## src/hdl/sha1_pkg.sv

```systemverilog
`timescale 1ns / 1ps
// ----------------------------------------------------------------------------
// SHA-1 package
// Shared types and constants for the SHA-1 hash engine.
// ----------------------------------------------------------------------------
package sha1_pkg;

   localparam int ROUNDS       = 80;
   localparam int ROUND_W      = 7;
   localparam int DIGEST_WORDS = 5;
   localparam int IDX_W        = 3;
   localparam int BLOCK_BYTES  = 64;
   localparam int POS_W        = 6;
   localparam int CNT_W        = 61;

   localparam logic [31:0] IV_INIT [DIGEST_WORDS] = '{
      32'h67452301, 32'hEFCDAB89, 32'h98BADCFE, 32'h10325476, 32'hC3D2E1F0
   };

   localparam logic [31:0] K_0 = 32'h5A827999;
   localparam logic [31:0] K_1 = 32'h6ED9EBA1;
   localparam logic [31:0] K_2 = 32'h8F1BBCDC;
   localparam logic [31:0] K_3 = 32'hCA62C1D6;

   localparam logic [ROUND_W-1:0] ROUND_LAST = 7'(ROUNDS - 1);
   localparam logic [ROUND_W-1:0] ROUND_B1   = 7'd20;
   localparam logic [ROUND_W-1:0] ROUND_B2   = 7'd40;
   localparam logic [ROUND_W-1:0] ROUND_B3   = 7'd60;

   localparam logic [7:0]       PAD_BYTE  = 8'h80;
   localparam logic [POS_W-1:0] LEN_POS   = 6'd56;
   localparam logic [POS_W-1:0] BLOCK_END = 6'(BLOCK_BYTES - 1);

   typedef struct packed {
      logic [31:0] a;
      logic [31:0] b;
      logic [31:0] c;
      logic [31:0] d;
      logic [31:0] e;
   } sha1_work_type;

   typedef struct packed {
      logic       shift_byte;
      logic       shift_word;
      logic [7:0] data;
   } sha1_buf_ctrl_type;

endpackage

```

## src/hdl/sha1_round.sv

```systemverilog
`timescale 1ns / 1ps
// ----------------------------------------------------------------------------
// SHA-1 round unit
// One compression round, shared across all 80 rounds of a block.
// ----------------------------------------------------------------------------
module sha1_round (
   input  sha1_pkg::sha1_work_type       work_cur,
   input  logic [31:0]                   sched_word,
   input  logic [sha1_pkg::ROUND_W-1:0]  round_idx,
   output sha1_pkg::sha1_work_type       work_nxt
);
   import sha1_pkg::*;

   logic [31:0] f_val;
   logic [31:0] k_val;

   always_comb begin
      priority if (round_idx < ROUND_B1) begin
         f_val = (work_cur.b & work_cur.c) | (~work_cur.b & work_cur.d);
         k_val = K_0;
      end else if (round_idx < ROUND_B2) begin
         f_val = work_cur.b ^ work_cur.c ^ work_cur.d;
         k_val = K_1;
      end else if (round_idx < ROUND_B3) begin
         f_val = (work_cur.b & work_cur.c) | (work_cur.b & work_cur.d) |
                 (work_cur.c & work_cur.d);
         k_val = K_2;
      end else begin
         f_val = work_cur.b ^ work_cur.c ^ work_cur.d;
         k_val = K_3;
      end
   end

   always_comb begin
      work_nxt.a = {work_cur.a[26:0], work_cur.a[31:27]} + f_val + work_cur.e +
                   sched_word + k_val;
      work_nxt.b = work_cur.a;
      work_nxt.c = {work_cur.b[1:0], work_cur.b[31:2]};
      work_nxt.d = work_cur.c;
      work_nxt.e = work_cur.d;
   end

endmodule

```

## src/hdl/sha1_msg_buf.sv

```systemverilog
`timescale 1ns / 1ps
// ----------------------------------------------------------------------------
// SHA-1 message buffer
// Block shift line that collects bytes and expands the message schedule.
// ----------------------------------------------------------------------------
module sha1_msg_buf (
   input  logic                         clock,
   input  sha1_pkg::sha1_buf_ctrl_type  ctrl,
   output logic [31:0]                  sched_word
);
   import sha1_pkg::*;

   logic [8*BLOCK_BYTES-1:0] line_ff;
   logic [8*BLOCK_BYTES-1:0] line_in;
   logic [31:0]              w_0;
   logic [31:0]              w_2;
   logic [31:0]              w_8;
   logic [31:0]              w_13;
   logic [31:0]              mix;

   assign w_0  = line_ff[8*BLOCK_BYTES-1        -: 32];
   assign w_2  = line_ff[8*BLOCK_BYTES-1 - 2*32  -: 32];
   assign w_8  = line_ff[8*BLOCK_BYTES-1 - 8*32  -: 32];
   assign w_13 = line_ff[8*BLOCK_BYTES-1 - 13*32 -: 32];
   assign mix  = w_13 ^ w_8 ^ w_2 ^ w_0;
   assign sched_word = w_0;

   always_comb begin
      line_in = line_ff;
      if (ctrl.shift_byte) begin
         line_in = {line_ff[8*BLOCK_BYTES-9:0], ctrl.data};
      end else if (ctrl.shift_word) begin
         line_in = {line_ff[8*BLOCK_BYTES-33:0], mix[30:0], mix[31]};
      end
   end

   always_ff @(posedge clock) begin
      line_ff <= line_in;
   end

endmodule

```

## src/hdl/sha1_hash_engine.sv

```systemverilog
`timescale 1ns / 1ps
// ----------------------------------------------------------------------------
// SHA-1 hash engine
// Absorbs one message byte per word and emits the five digest words on finish.
// ----------------------------------------------------------------------------
//   Channel  Direction  Handshake         Payload
//   req      in         req_valid/stall   req_operation, req_data_byte
//   rsp      out        rsp_valid/stall   rsp_digest_word, rsp_word_index,
//                                         rsp_last_word
//
// An absorb word that completes a block then runs the shared round unit
// through 80 rounds and one chaining add.
// A finish word feeds padding bytes at one per cycle, compresses once or
// twice, and then offers five digest words.
// Reset is synchronous and returns the chaining value and length to start.
// A stalled digest word holds; no new word is taken until the last is taken.
// ----------------------------------------------------------------------------
module sha1_hash_engine (
   input  logic        clock,
   input  logic        reset,
   input  logic        req_valid,
   output logic        req_stall,
   input  logic        req_operation,
   input  logic [7:0]  req_data_byte,
   output logic        rsp_valid,
   input  logic        rsp_stall,
   output logic [31:0] rsp_digest_word,
   output logic [2:0]  rsp_word_index,
   output logic        rsp_last_word
);
   import sha1_pkg::*;

   localparam logic [2:0] ST_IDLE = 3'd0;
   localparam logic [2:0] ST_PAD  = 3'd1;
   localparam logic [2:0] ST_COMP = 3'd2;
   localparam logic [2:0] ST_FOLD = 3'd3;
   localparam logic [2:0] ST_OUT  = 3'd4;

   localparam logic [IDX_W-1:0] IDX_LAST = 3'(DIGEST_WORDS - 1);

   logic [2:0]         state_ff,  state_in;
   logic [ROUND_W-1:0] round_ff,  round_in;
   logic [CNT_W-1:0]   cnt_ff,    cnt_in;
   logic [63:0]        len_ff,    len_in;
   logic               fin_ff,    fin_in;
   logic               first_ff,  first_in;
   logic               wrap_ff,   wrap_in;
   logic               done_ff,   done_in;
   logic [IDX_W-1:0]   idx_ff,    idx_in;
   logic [31:0]        chain_ff [DIGEST_WORDS];
   logic [31:0]        chain_in [DIGEST_WORDS];
   sha1_work_type      work_ff,   work_in;

   sha1_work_type      round_out;
   sha1_work_type      chain_work;
   sha1_buf_ctrl_type  buf_ctrl;
   logic [31:0]        sched_word;
   logic [POS_W-1:0]   pos;
   logic [5:0]         len_lsb;
   logic [7:0]         len_byte;

   sha1_msg_buf u_msg_buf (
      .clock      (clock),
      .ctrl       (buf_ctrl),
      .sched_word (sched_word)
   );

   sha1_round u_round (
      .work_cur   (work_ff),
      .sched_word (sched_word),
      .round_idx  (round_ff),
      .work_nxt   (round_out)
   );

   assign pos      = cnt_ff[POS_W-1:0];
   assign len_lsb  = {~pos[2:0], 3'b000};
   assign len_byte = len_ff[len_lsb +: 8];

   assign chain_work = '{a: chain_ff[0], b: chain_ff[1], c: chain_ff[2],
                         d: chain_ff[3], e: chain_ff[4]};

   assign req_stall       = (state_ff != ST_IDLE);
   assign rsp_valid       = (state_ff == ST_OUT);
   assign rsp_digest_word = chain_ff[idx_ff];
   assign rsp_word_index  = idx_ff;
   assign rsp_last_word   = (idx_ff == IDX_LAST);

   always_comb begin
      state_in = state_ff;
      round_in = round_ff;
      cnt_in   = cnt_ff;
      len_in   = len_ff;
      fin_in   = fin_ff;
      first_in = first_ff;
      wrap_in  = wrap_ff;
      done_in  = done_ff;
      idx_in   = idx_ff;
      work_in  = work_ff;
      chain_in = chain_ff;
      buf_ctrl = '{shift_byte: 1'b0, shift_word: 1'b0, data: req_data_byte};
      unique case (state_ff)
         ST_IDLE: begin
            if (req_valid) begin
               if (req_operation) begin
                  len_in   = {cnt_ff, 3'b000};
                  fin_in   = 1'b1;
                  first_in = 1'b1;
                  wrap_in  = 1'b0;
                  done_in  = 1'b0;
                  state_in = ST_PAD;
               end else begin
                  buf_ctrl.shift_byte = 1'b1;
                  cnt_in = cnt_ff + 1'b1;
                  if (pos == BLOCK_END) begin
                     state_in = ST_COMP;
                     round_in = '0;
                     work_in  = chain_work;
                  end
               end
            end
         end
         ST_PAD: begin
            buf_ctrl.shift_byte = 1'b1;
            cnt_in   = cnt_ff + 1'b1;
            first_in = 1'b0;
            if (first_ff) begin
               buf_ctrl.data = PAD_BYTE;
               wrap_in = (pos >= LEN_POS);
            end else if ((pos >= LEN_POS) && !wrap_ff) begin
               buf_ctrl.data = len_byte;
               done_in = (pos == BLOCK_END);
            end else begin
               buf_ctrl.data = 8'h00;
            end
            if (pos == BLOCK_END) begin
               wrap_in  = 1'b0;
               state_in = ST_COMP;
               round_in = '0;
               work_in  = chain_work;
            end
         end
         ST_COMP: begin
            buf_ctrl.shift_word = 1'b1;
            work_in  = round_out;
            round_in = round_ff + 1'b1;
            if (round_ff == ROUND_LAST) begin
               state_in = ST_FOLD;
            end
         end
         ST_FOLD: begin
            chain_in[0] = chain_ff[0] + work_ff.a;
            chain_in[1] = chain_ff[1] + work_ff.b;
            chain_in[2] = chain_ff[2] + work_ff.c;
            chain_in[3] = chain_ff[3] + work_ff.d;
            chain_in[4] = chain_ff[4] + work_ff.e;
            idx_in = '0;
            if (!fin_ff) begin
               state_in = ST_IDLE;
            end else if (done_ff) begin
               state_in = ST_OUT;
            end else begin
               state_in = ST_PAD;
            end
         end
         ST_OUT: begin
            if (!rsp_stall) begin
               idx_in = idx_ff + 1'b1;
               if (idx_ff == IDX_LAST) begin
                  state_in = ST_IDLE;
                  chain_in = IV_INIT;
                  cnt_in   = '0;
                  fin_in   = 1'b0;
               end
            end
         end
         default: begin
            state_in = ST_IDLE;
         end
      endcase
   end

   always_ff @(posedge clock) begin
      if (reset) begin
         state_ff <= ST_IDLE;
         round_ff <= '0;
         cnt_ff   <= '0;
         fin_ff   <= 1'b0;
         first_ff <= 1'b0;
         wrap_ff  <= 1'b0;
         done_ff  <= 1'b0;
         idx_ff   <= '0;
         chain_ff <= IV_INIT;
      end else begin
         state_ff <= state_in;
         round_ff <= round_in;
         cnt_ff   <= cnt_in;
         fin_ff   <= fin_in;
         first_ff <= first_in;
         wrap_ff  <= wrap_in;
         done_ff  <= done_in;
         idx_ff   <= idx_in;
         chain_ff <= chain_in;
      end
   end

   always_ff @(posedge clock) begin
      len_ff  <= len_in;
      work_ff <= work_in;
   end

   a_round_range: assert property (@(posedge clock) disable iff (reset)
      (state_ff == ST_COMP) |-> (round_ff <= ROUND_LAST))
      else $error("Round counter ran past the last round.");

   a_comp_to_fold: assert property (@(posedge clock) disable iff (reset)
      (state_ff == ST_COMP && round_ff == ROUND_LAST) |=> (state_ff == ST_FOLD))
      else $error("Compression did not end in the chaining add.");

   a_block_full: assert property (@(posedge clock) disable iff (reset)
      (req_valid && !req_stall && !req_operation && pos == BLOCK_END)
      |=> (state_ff == ST_COMP && round_ff == '0))
      else $error("A full block did not start compression.");

   a_restart: assert property (@(posedge clock) disable iff (reset)
      (rsp_valid && !rsp_stall && rsp_last_word)
      |=> (state_ff == ST_IDLE && cnt_ff == '0 && !fin_ff))
      else $error("Engine did not restart after the last digest word.");

   a_out_done: assert property (@(posedge clock) disable iff (reset)
      (state_ff == ST_OUT) |-> (fin_ff && done_ff))
      else $error("Digest offered before the length was absorbed.");

endmodule

```

## config.mk

```make
export PLATFORM = sky130hd
export DESIGN_NAME = sha1_hash_engine
export DESIGN_NICKNAME = d
export VERILOG_FILES = /design/src/hdl/sha1_pkg.sv /design/src/hdl/sha1_round.sv /design/src/hdl/sha1_msg_buf.sv /design/src/hdl/sha1_hash_engine.sv
export SDC_FILE = /design/constraint.sdc
export NUM_CORES = 2
export LEC_CHECK = 0
export BUFFER_PORTS_ARGS = -buffer_cell sky130_fd_sc_hd__buf_2
export CAP_MARGIN = 20
export CELL_PAD_IN_SITES_DETAIL_PLACEMENT = 0
export CELL_PAD_IN_SITES_GLOBAL_PLACEMENT = 1
export CORE_UTILIZATION = 45
export DETAILED_ROUTE_END_ITERATION = 12
export PLACE_DENSITY = 0.78
export REMOVE_ABC_BUFFERS = 1
export SYNTH_ARGS = -nofsm -noshare
export SYNTH_HDL_FRONTEND = slang
export SYNTH_SLANG_ARGS = --single-unit
```

## constraint.sdc

```tcl
create_clock -name clock -period 71.2 [get_ports clock]
set_input_delay 14.24 -clock clock [delete_from_list [all_inputs] [get_ports clock]]
set_output_delay 14.24 -clock clock [all_outputs]
set_load 0.005 [all_outputs]
```

After elaboration in Yosys (flattened, before gate mapping):

Cells that the tools add are included.

* register bits: 971
* input bits: 13
* output and inout port bits: 38
* word-level logic and storage cells: 148

* add/sub/neg operators: 12
* $lt $le $gt $ge: 5
* eq/ne operators: 16
* shifts and indexed selects: 1
* multiplexer cells: 59
* bitwise operators: 15
* reduce and logical (&&, ||, !) cells: 20

Operators by type and width (number)
* two-way mux 512 bit: 2
* two-way mux 160 bit: 5
* case mux 160 bit (3 select lines): 1
* case mux 160 bit (2 select lines): 1
* adder 32 bit: 9
* two-way mux 61 bit: 4
* two-way mux 32 bit: 7
* case mux 61 bit (3 select lines): 1
* XOR 32 bit: 5
* AND 32 bit: 4
* binary-select mux 32 bit (select 3 bit): 1
* bitwise OR 32 bit: 3
* variable part select 64 x 7 -> 8 bit: 1
* adder 61 x 1 -> 61 bit (second input constant): 1
* NOT 32 bit: 1
* two-way mux 31 bit: 1
* two-way mux 3 bit: 9
* two-way mux 8 bit: 3
* two-way mux 7 bit: 3
* case mux 7 bit (3 select lines): 1
* case mux 3 bit (5 select lines): 1
* AND reduction 5 bit: 3
* < comparator 7 x 6 -> 1 bit (second input constant): 2
* inequality test 2 bit (second input constant): 7
* 25 further kinds: 52

Logic depth before layout (Yosys ltp):

* depth in word-level cells: 11
* gate-level depth with buffers: 22
* mapped depth without buffers: 20

Hierarchy:

From an unflattened synthesis, not the netlist that was laid out.

* cells, all modules: 4696
* area total of the unflattened synthesis: 56616.8 um^2

Modules (own cells, without submodules)
* sha1_hash_engine: times used 1, cells each 2707, area an instance 26964.6 um^2, sequential area each 11400.9 um^2
* sha1_msg_buf: times used 1, cells each 1246, area an instance 23251.0 um^2, sequential area each 15374.7 um^2
* sha1_round: times used 1, cells each 743, area an instance 6401.1 um^2, sequential area each 0.0 um^2

Least setup slack after synthesis:

No wires, ideal clock.

* path type: input to register
* start: input port req_valid
* end: register round_ff[5]
* setup time: 0.070 ns
* data arrival time: 65.822 ns
* data required time: 71.130 ns
* slack: 5.308 ns
* stages on the path: 8
* path buffers: 0
* cells stage by stage: nor2b_1 -> nor3_1 -> nor3b_1 -> o21ai_0 -> inv_1 -> nand4_1 -> or3_1 -> a21oi_1

* cells in the longest elaborated chain, start to end: 2

RTL lines
* start: declaration: RTL line sha1_hash_engine.sv:21 `input logic req_valid,`
* inequality test 2 bit (no source line)
* AND reduction 3 bit (no source line)
* end signal: assignment: RTL line sha1_hash_engine.sv:195 `round_ff <= round_in;`
* end: declaration: RTL line sha1_hash_engine.sv:42 `logic [ROUND_W-1:0] round_ff, round_in;`

No other way between the ends.
A chain may end at the register's enable or synchronous reset.

Worst setup path after layout:

* start: input port req_valid
* end: register u_msg_buf.line_ff[329] (enable)

* cells in the longest elaborated chain, start to end: 3

RTL lines
* two-way mux 1 bit: RTL line sha1_hash_engine.sv:103 `if (req_valid) begin`
* case mux 1 bit (2 select lines): RTL line sha1_hash_engine.sv:101 `unique case (state_ff)`
* nonzero test 2 bit (no source line)
* end signal: assignment: RTL line sha1_msg_buf.sv:38 `line_ff <= line_in;`
* end: declaration: RTL line sha1_msg_buf.sv:13 `logic [8*BLOCK_BYTES-1:0] line_ff;`

No other way between the ends.

==> metrics <==
power share of the sequential group 0.490; Clock Power Share 0.400; Most common cell on crit path buf_4; Final Hold Violating Endpoints 0; FILL cells 10570; period utilization 0.2592; post-layout min period 18460 ps; Post-CTS Repair Setup Buffers 0; H-tree depth 3; initial antenna violation count 2; GR Util All Layers 0.2296; DP Area 56150 µm²; Gates resized, CTS repair 0; Avg Inst Size Synth 11.27 µm²; Synth Warn # 0; CP max FO 204; Fin Setup TNS 0 ps; Root Buffer clkbuf_16; clock skew 44.04 ps; Final GP Congestion 0.9185; row count 126; Synth Instances 4809; Die Ht 349.1 µm; R2R Setup Slk 64680 ps; cts hold-fix bufs 0; Distinct cells, synth 85; f_max 54.18 MHz; Final ANT Viol Nets 0; Slowest-stage cell, CP buf_4; slowest stage delay, CP approximately 930 ps; first-pass GRT wire length 215.6 mm; combinational power share 0.111; async set-reset flop share out of synthesis 0; Seq/Total Area, Yosys 0.4940; Overflow after GRT 0; Post-DP HPWL 98.29 mm; CTS Sinks approximately 970; CP Capture Type register; I/O Buffers 50; PD cells 23.29 nW/µm²; Final nets 5150; CTS tree built; Via-to-Cell Ratio 5.657; Buffers & Inverters on Critical Path 5; Final Slew Violations 0; max-cap violation count 0; RSZ-0062 raised after global routing false; Pleak 23.09 nW; Sw Share 0.2469; Slew headroom 0.2240; run status complete, no violations; EDFF count, synth 733; final instance area 59690 µm²; pin count of the biggest net entering global routing between 200 and 250; CTS buffer count 107; Worst-Skew Late Latency about 720 ps; internal power 1.047 mW; vias in the first global route ~36000; die area roughly 120000 µm²; Yosys reg bits just under 1000; crit path DAT about 19000 ps; Sw Pwr between 0.3 and 0.4 mW; synth-to-layout area growth 10.12%; Post-Route WL 140.8 mm; Required @ worst endpoint 71520 ps; Max VDD drop 0.02266 mV; share of cells above drive strength 1 0.1655; post-route DRC violation count 0; via count roughly 37000; Worst Max-Slew Pin Slew 1164 ps; initial DRC count roughly 3600; Mapped Area 54200 µm²; die width 349.1 µm; final number of setup-violating endpoints 0; crit path launch type primary input; CP Class primary input to register; clk buf depth 3; Clock Pin Slew Worst Setup and Hold Paths 60 ps; worst hold-check path type register to register; crit-path leading delay family buffers and inverters; DRT Pass-1 Iters 5; top_reg_cell synth edfxtp_1; # IOs 51; WL/cell 21.64 µm; Core ar. 118700 µm²; Initial Util 0.4566; crit path cell chain buf_2 > nor2b_1 > nor3_1 > nor3b_2 > buf_12 > buf_4 > buf_4 > buf_4
placed cells by master (no fill, tap or decap), types with 14 or more instances in the layout:
master,n
nand2b_1,57
buf_2,49
clkinv_1,20
edfxtp_1,733
nand2_1,575
nand4_1,25
clkinv_2,20
buf_4,42
a31oi_1,22
fa_1,117
and3_1,33
clkbuf_16,109
a211oi_1,19
nor2_1,318
o21bai_1,20
nor3_1,46
nand3_1,68
a221oi_1,25
xnor2_1,194
xor2_1,120
nor2b_1,20
dfxtp_1,235
a21oi_1,227
inv_1,316
or3_1,21
o21ai_0,247
a22oi_1,30
o211ai_1,19
mux4_2,45
clkbuf_1,26
o22ai_1,40
a21o_1,97
mux2i_1,37
ha_1,206
mux2_2,467
a211o_1,14
o21a_1,35
flip-flops by register name (all words and copies together), names as in the netlist:
signal and cells:
len_ff 61, chain_ff 160, cnt_ff 61, first_ff 1, rsp_word_index 3, fin_ff 1
state_ff 3, wrap_ff 1, work_ff 160, round_ff 7, u_msg_buf.line_ff 512, done_ff 1
synth_stat cells, drive strengths merged, types with 7 or more instances:
| library cell | number | area share |
|---|---|---|
| a2111oi | 8 | 0.0018 |
| a211o | 14 | 0.0023 |
| a211oi | 23 | 0.0036 |
| a21o | 97 | 0.013 |
| a21oi | 228 | 0.021 |
| a221oi | 25 | 0.0040 |
| a22oi | 30 | 0.0042 |
| a31oi | 23 | 0.0028 |
| a32oi | 9 | 0.0015 |
| and2 | 7 | 0.00081 |
| and3 | 33 | 0.0038 |
| and4 | 8 | 0.0013 |
| buf | 23 | 0.0019 |
| clkbuf | 175 | 0.012 |
| dfxtp | 238 | 0.088 |
| edfxtp | 733 | 0.41 |
| fa | 117 | 0.043 |
| ha | 206 | 0.048 |
| inv | 319 | 0.022 |
| mux2 | 467 | 0.097 |
| mux2i | 37 | 0.0068 |
| mux4 | 45 | 0.019 |
| nand2 | 576 | 0.040 |
| nand2b | 58 | 0.0067 |
| nand3 | 69 | 0.0065 |
| nand4 | 25 | 0.0029 |
| nor2 | 324 | 0.022 |
| nor2b | 20 | 0.0023 |
| nor3 | 50 | 0.0050 |
| nor3b | 8 | 0.0011 |
| o211ai | 19 | 0.0026 |
| o21a | 35 | 0.0048 |
| o21ai | 258 | 0.024 |
| o21bai | 20 | 0.0028 |
| o22ai | 40 | 0.0046 |
| o31ai | 13 | 0.0020 |
| or2 | 9 | 0.0010 |
| or3 | 22 | 0.0025 |
| xnor2 | 194 | 0.031 |
| xor2 | 120 | 0.019 |
metrics by stage:
step           hold WS (ps)  worst slack, ps    util  cells  power (mW)
6_report              477.8            52740  0.5028   6507       1.390
3_3_place_gp          443.9            52090  0.4730   6305      0.8411
5_1_grt               486.6            52470  0.5028   6506       1.443
4_1_cts               473.5            52790  0.5028   6506       1.402
3_5_place_dp          458.1            52030  0.4730   6305      0.8449
2_1_floorplan         428.0             5114       -   4611      0.8719
cell families (layout without fill, tap and decap cells):
group	after synthesis	after routing	share of synthesized area
buffers and inverters	517	614	0.03608
AO/OA/AOI/OAI	909	909	0.1072
AND/OR/NAND/NOR	1226	1226	0.09871
flip-flops	971	971	0.4940
multiplexers	549	549	0.1226
adder cells (fa/ha/maj)	323	323	0.09076
other	0	1	0
XOR/XNOR	314	314	0.05074
path summary, 6_finish.rpt:
kind | cells after the start | endpoint | from
setup / recovery | 8 | u_msg_buf.line_ff[329] | req_valid
hold / removal | 0 | len_ff[15] | cnt_ff[12]
setup reg to reg | 22 | work_ff[159] | round_ff[4]
hold reg to reg | 0 | len_ff[15] | cnt_ff[12]
metal layers:
layer  track usage  up-vias  wire (µm)
li1              -    17330          -
met5             0        -          0
met3       0.03146      162       8206
met4       0.05791        0       2927
met1        0.3339    18300      65710
met2        0.3601     1015      63970
power by group through the flow:
| stage | logic, mW | registers [mW] | clock network (mW) |
|---|---|---|---|
| after detailed placement | 0.153 | 0.692 | 0 |
| after CTS | 0.154 | 0.681 | 0.567 |
| after global routing | 0.170 | 0.684 | 0.589 |
| final | 0.154 | 0.680 | 0.556 |
| after global placement | 0.150 | 0.692 | 0 |
| after floorplan | 0.162 | 0.710 | 0 |
area by class of cell:
cell class                 instances  area (µm²)  area share
timing repair buffer              94       620.6     0.01040
clock buffer                     142        2922     0.04895
antenna                            1       2.502  0.00004193
tap                             1600        2002     0.03354
clock inverter                    59       613.1     0.01027
sequential                       971       26780      0.4487
multi-input combinational       3321       25550      0.4280
inverter                         319        1202     0.02015
No activity file was read; power rests on OpenSTA's default activity.
